File: src/hw/rtl/mbe_pkg.sv
// shared constants and types for the mandelbrot escape-time block
`timescale 1ns / 1ps
`default_nettype none

package mbe_pkg;

  // coordinate format: signed, INT_BITS integer bits
  localparam int COORD_WIDTH  = 48;
  localparam int INT_BITS     = 12;
  localparam int FRAC_BITS    = COORD_WIDTH - INT_BITS;

  // field and register widths
  localparam int STEP_W       = 40;
  localparam int SIDE_W       = 13;
  localparam int PIX_W        = 12;
  localparam int ITER_W       = 12;
  localparam int ESC_W        = 10;
  localparam int MAX_SIDE     = 4096;
  localparam int MAX_ITER_CAP = 4095;

  localparam int CFG_IDX_W    = 3;
  localparam int CFG_DATA_W   = (COORD_WIDTH > STEP_W) ? COORD_WIDTH : STEP_W;

  // multiplier chunking
  localparam int MUL_W        = (COORD_WIDTH + 1) / 2;
  localparam int COORD_CH     = (COORD_WIDTH + MUL_W - 1) / MUL_W;
  localparam int STEP_CH      = (STEP_W + MUL_W - 1) / MUL_W;
  localparam int OP_CH        = (COORD_CH > STEP_CH) ? COORD_CH : STEP_CH;
  localparam int OP_W         = OP_CH * MUL_W;
  localparam int CH_W         = (OP_CH > 2) ? 2 : 1;
  localparam int SH_W         = CH_W + 1;

  // full-width products and derived widths
  localparam int PROD_W       = 2 * COORD_WIDTH;
  localparam int DIFF_W       = PROD_W + 1;
  localparam int WIDE_W       = PROD_W + 2;
  localparam int RE_W         = DIFF_W - FRAC_BITS;
  localparam int IM_W         = DIFF_W - FRAC_BITS + 1;
  localparam int OFS_W        = PIX_W + 2;

  typedef logic signed [COORD_WIDTH-1:0] coord_t;
  typedef logic [PROD_W-1:0]             prod_t;
  typedef logic [OP_W-1:0]               op_t;

  // request to the shared multiply-accumulate unit
  typedef struct packed {
    logic            go;
    logic [CH_W-1:0] a_last;
    logic [CH_W-1:0] b_last;
  } mac_req_t;

endpackage

`default_nettype wire

File: src/hw/rtl/mbe_mac.sv
// shared chunked multiply-accumulate unit
`timescale 1ns / 1ps
`default_nettype none

module mbe_mac (
  input  logic              clk,
  input  logic              rst,
  input  mbe_pkg::mac_req_t req,
  input  mbe_pkg::op_t      op_a,
  input  mbe_pkg::op_t      op_b,
  output logic              done,
  output mbe_pkg::prod_t    acc
);
  import mbe_pkg::*;

  logic                 busy;
  logic [CH_W-1:0]      ia;
  logic [CH_W-1:0]      ib;
  logic [CH_W-1:0]      a_last;
  logic [CH_W-1:0]      b_last;
  logic [2*MUL_W-1:0]   prod;
  logic [2*MUL_W-1:0]   pp;
  logic [SH_W-1:0]      pp_sh;
  logic                 pp_vld;
  logic                 pp_last;
  logic                 last_pair;
  prod_t                acc_add;

  // one chunk pair per cycle
  assign prod      = op_a[ia*MUL_W +: MUL_W] * op_b[ib*MUL_W +: MUL_W];
  assign last_pair = (ia == a_last) && (ib == b_last);
  assign acc_add   = prod_t'(pp) << (pp_sh * MUL_W);

  always_ff @(posedge clk) begin
    if (rst) begin
      busy   <= 1'b0;
      ia     <= '0;
      ib     <= '0;
      a_last <= '0;
      b_last <= '0;
      pp_vld <= 1'b0;
      done   <= 1'b0;
    end else begin
      done   <= pp_vld && pp_last;
      pp_vld <= busy;
      if (req.go) begin
        busy   <= 1'b1;
        ia     <= '0;
        ib     <= '0;
        a_last <= req.a_last;
        b_last <= req.b_last;
      end else if (busy) begin
        if (ib == b_last) begin
          ib <= '0;
          if (ia == a_last) begin
            busy <= 1'b0;
          end else begin
            ia <= ia + 1'b1;
          end
        end else begin
          ib <= ib + 1'b1;
        end
      end
    end
  end

  // product register, then accumulate
  always_ff @(posedge clk) begin
    pp      <= prod;
    pp_sh   <= SH_W'(ia) + SH_W'(ib);
    pp_last <= last_pair;
    if (req.go) begin
      acc <= '0;
    end else if (pp_vld) begin
      acc <= acc + acc_add;
    end
  end

  a_go_idle : assert property (@(posedge clk) disable iff (rst)
    req.go |-> !busy)
    else $error("mac started while busy");

  a_go_clears : assert property (@(posedge clk) disable iff (rst)
    req.go |=> busy && (ia == '0) && (ib == '0) && !done)
    else $error("mac start did not reset the chunk counters");

  a_done_idle : assert property (@(posedge clk) disable iff (rst)
    done |-> !busy && !pp_vld)
    else $error("mac done while products still pending");

endmodule

`default_nettype wire

File: config.mk
export PLATFORM = sky130hd
export DESIGN_NAME = mbe_mac
export DESIGN_NICKNAME = d
export VERILOG_FILES = /design/src/hw/rtl/mbe_pkg.sv /design/src/hw/rtl/mbe_mac.sv
export SDC_FILE = /design/constraint.sdc
export NUM_CORES = 2
export LEC_CHECK = 0
export ABC_CLOCK_PERIOD_IN_PS = 11200
export BUFFER_PORTS_ARGS = -buffer_cell sky130_fd_sc_hd__buf_4
export CAP_MARGIN = 40
export CORE_MARGIN = 5
export CORE_UTILIZATION = 60
export DETAILED_ROUTE_END_ITERATION = 8
export PLACE_DENSITY = 0.79
export SYNTH_ARGS = -nofsm -noshare
export SYNTH_HDL_FRONTEND = slang
export SYNTH_SLANG_ARGS = --single-unit
File: constraint.sdc
create_clock -name clk -period 11.2 [get_ports clk]
set_input_delay 1.12 -clock clk [delete_from_list [all_inputs] [get_ports clk]]
set_output_delay 1.12 -clock clk [all_outputs]
set_load 0.02 [all_outputs]
==> impl_metrics.toml <==
[cts]
cts_tree = "done"
cts.repair.resized = 0
clockBufferDepth = 2
cts-hold-fix-buffers = 0
cts_max_level = 4
cts-root-buf = "clkbuf_16"
insertion_delay_ns = 0.46
postCtsSetupRepairBufs = 0
cts_sinks = 154
clk_pin_slew_ns = 0.06
cts-buffers-inserted = 17

[worst_setup_path]
worstPathArrival_ns = 9.42
crit_slowest_cell = "mux2_2"
start_kind = "register"
required_ns = 11.55
path_class = "reg2reg"
crit_path_end_kind = "register"
r2r_slack_ns = 2.13
path_common_cell = "fa_1"
critPathMaxStageDelay_ns = 0.75
cp_max_fo = 40

[synth]
post-synth-top-area-cell = "fa_1"
yosys-top-cells-area = "fa_1 (31%), ha_1 (11%), dfxtp_1 (9.9%), inv_1 (7.1%), nor2_1 (6.2%)"
async_flop_share_pct = 0
synth_common_cells = "inv_1 (589), nor2_1 (511), fa_1 (483)"
synth_cells = 3794
synth_top_area_share_pct = 31.1
synth_edf_count = 0
yosysMostFrequentCell = "inv_1"
avgSynthCellArea_um2 = 8.21
syn_nets = 4651
ys_seq_area_share_pct = 9.90
ys_ff_latch = 154
synth.distinct_cells = 78
synth_ff_type = "dfxtp_1"
yosysWarnings = 0
syn-cell-area_um2 = 31100

[min_path]
min_path_type = "reg2reg"

[final_layout]
nets = 4730
areaGrowthSynthToFinish_pct = 8.76
design_area_um2 = 33900
top_register = "acc"
num_antenna_cells = 0
seqCellArea_um2 = 3090
top_regs = "acc (96), pp (48), pp_sh (2)"
fillCellCount = 4373
largest_register_ffs = 96
multi_input_area_um2 = 25200
drive_gt1_share_pct = 10.0

[routing]
dr.pass1.iters = 9
routed_wirelength_um = 99600
via_per_inst = 6.11
drcViolationCount = 0
wl_per_cell_um = 21.8
drt_iter0_markers = 2973
final_antenna_net_count = 0
num_vias = 27900

[timing]
tns_ns = 0
rsz0062_at_grt = "false"
hold_viol_final = 0
final.period_utilization_pct = 81.0
min_period_ns = 9.07
fmax_mhz = 110
finalSetupViolCount = 0
worst_slew_pin_slew_ns = 0.968
slew-limit-headroom_pct = 33.6
finClkSkew_ns = 0.0123
drv_slew = 0

[global_route]
grt_max_degree = 71
gr-total-overflow = 0
use_met2_pct = 55.1
antenna_found_initial = 1
grt_use_met3_pct = 9.66
grt-busiest-layer = "met2"
use_met1_pct = 44.2
track_usage_pct = 34.9
grt_pass1_wl_um = 155000
grt_pass1_vias = 28100

[run_status]
status = "finished, final reports clean"

[die]
dieWidth_um = 238
die_y_um = 238
dieArea_um2 = 56600
coreArea_um2 = 51400
start_util_pct = 60.6
rows = 83
ios = 198

[run]
drv_cap = 0

[placement]
place_area_um2 = 33300
hpwl_um = 80100
port-buffer-count = 197
place_congestion = 1.04
## layout by cell type, fill, tap and decap left out, types with 20 or more instances in the layout
master	netlist	layout
buf_4	0	245
a211oi_1	24	24
inv_1	589	589
nand2_1	426	426
mux2i_1	113	102
nor3_1	24	24
nand2b_1	25	25
xor2_1	45	45
a31oi_1	22	22
dfxtp_1	154	150
a21o_1	66	66
ha_1	273	272
a22o_1	47	47
o21ai_0	109	109
fa_1	483	483
nand4_1	43	43
nand3_1	22	22
a21oi_1	210	210
xnor2_1	88	88
nor2b_1	20	20
mux2_2	68	68
o21bai_1	40	40
o22ai_1	35	35
nor2_1	511	509
## cells by family (layout without fill, tap and decap cells)
| kind of cell | Yosys count | count (layout) | synth area share (%) |
|---|---|---|---|
| compound gates | 658 | 658 | 13.7 |
| fa+ha+maj | 756 | 756 | 42.0 |
| xor+xnor | 133 | 133 | 3.74 |
| simple gates | 1131 | 1131 | 15.1 |
| mux | 181 | 181 | 6.09 |
| buf+inv | 781 | 872 | 9.45 |
| flops | 154 | 154 | 9.90 |
## metal layers
metal	up-vias	wire, um
li1	12400	-
met1	13200	37100
met2	1813	43600
met3	437	12400
met4	2	6520
met5	-	13
## final timing paths
path | start | end | cells after the start
worst max register to register | ib | pp[47] | 28
worst min register to register | pp_last | done | 2
worst max-delay path | ib | pp[47] | 28
worst min-delay path | pp_last | done | 2
## per-stage QoR
| stage | hold slack (ns) | instances | setup WS [ns] | util (%) |
|---|---|---|---|---|
| finish | 0.420 | 4565 | 2.13 | 65.9 |
| global route | 0.447 | 4565 | 1.71 | 65.9 |
| CTS | 0.422 | 4565 | 2.19 | 65.9 |
| detailed placement | 0.411 | 4534 | 2.13 | 64.7 |
| global placement | 0.413 | 4527 | 2.39 | 64.5 |
| floorplan | 0.404 | 3794 | 2.97 | - |
## critical path: cells and delay by family, from the launching register on
kind,cells,cell delay (ns)
AO/OA/AOI/OAI,11,2.61
XOR/XNOR,1,0.09
adder cells (fa/ha/maj),8,3.91
buffers and inverters,6,0.86
flip-flops,1,0.51
multiplexers,1,0.75
AND/OR/NAND/NOR,1,0.17
## layout make-up
class,instances,area share (%)
Clock inverter,12,0.480
Sequential cell,154,9.12
Tap cell,680,2.51
Inverter,590,6.54
Timing Repair Buffer,251,5.69
Clock buffer,19,1.31
Multi-Input combinational cell,2859,74.4
Power is not shown: default switching activity piles up to over one toggle a cycle in this logic, so the estimate is an artifact.
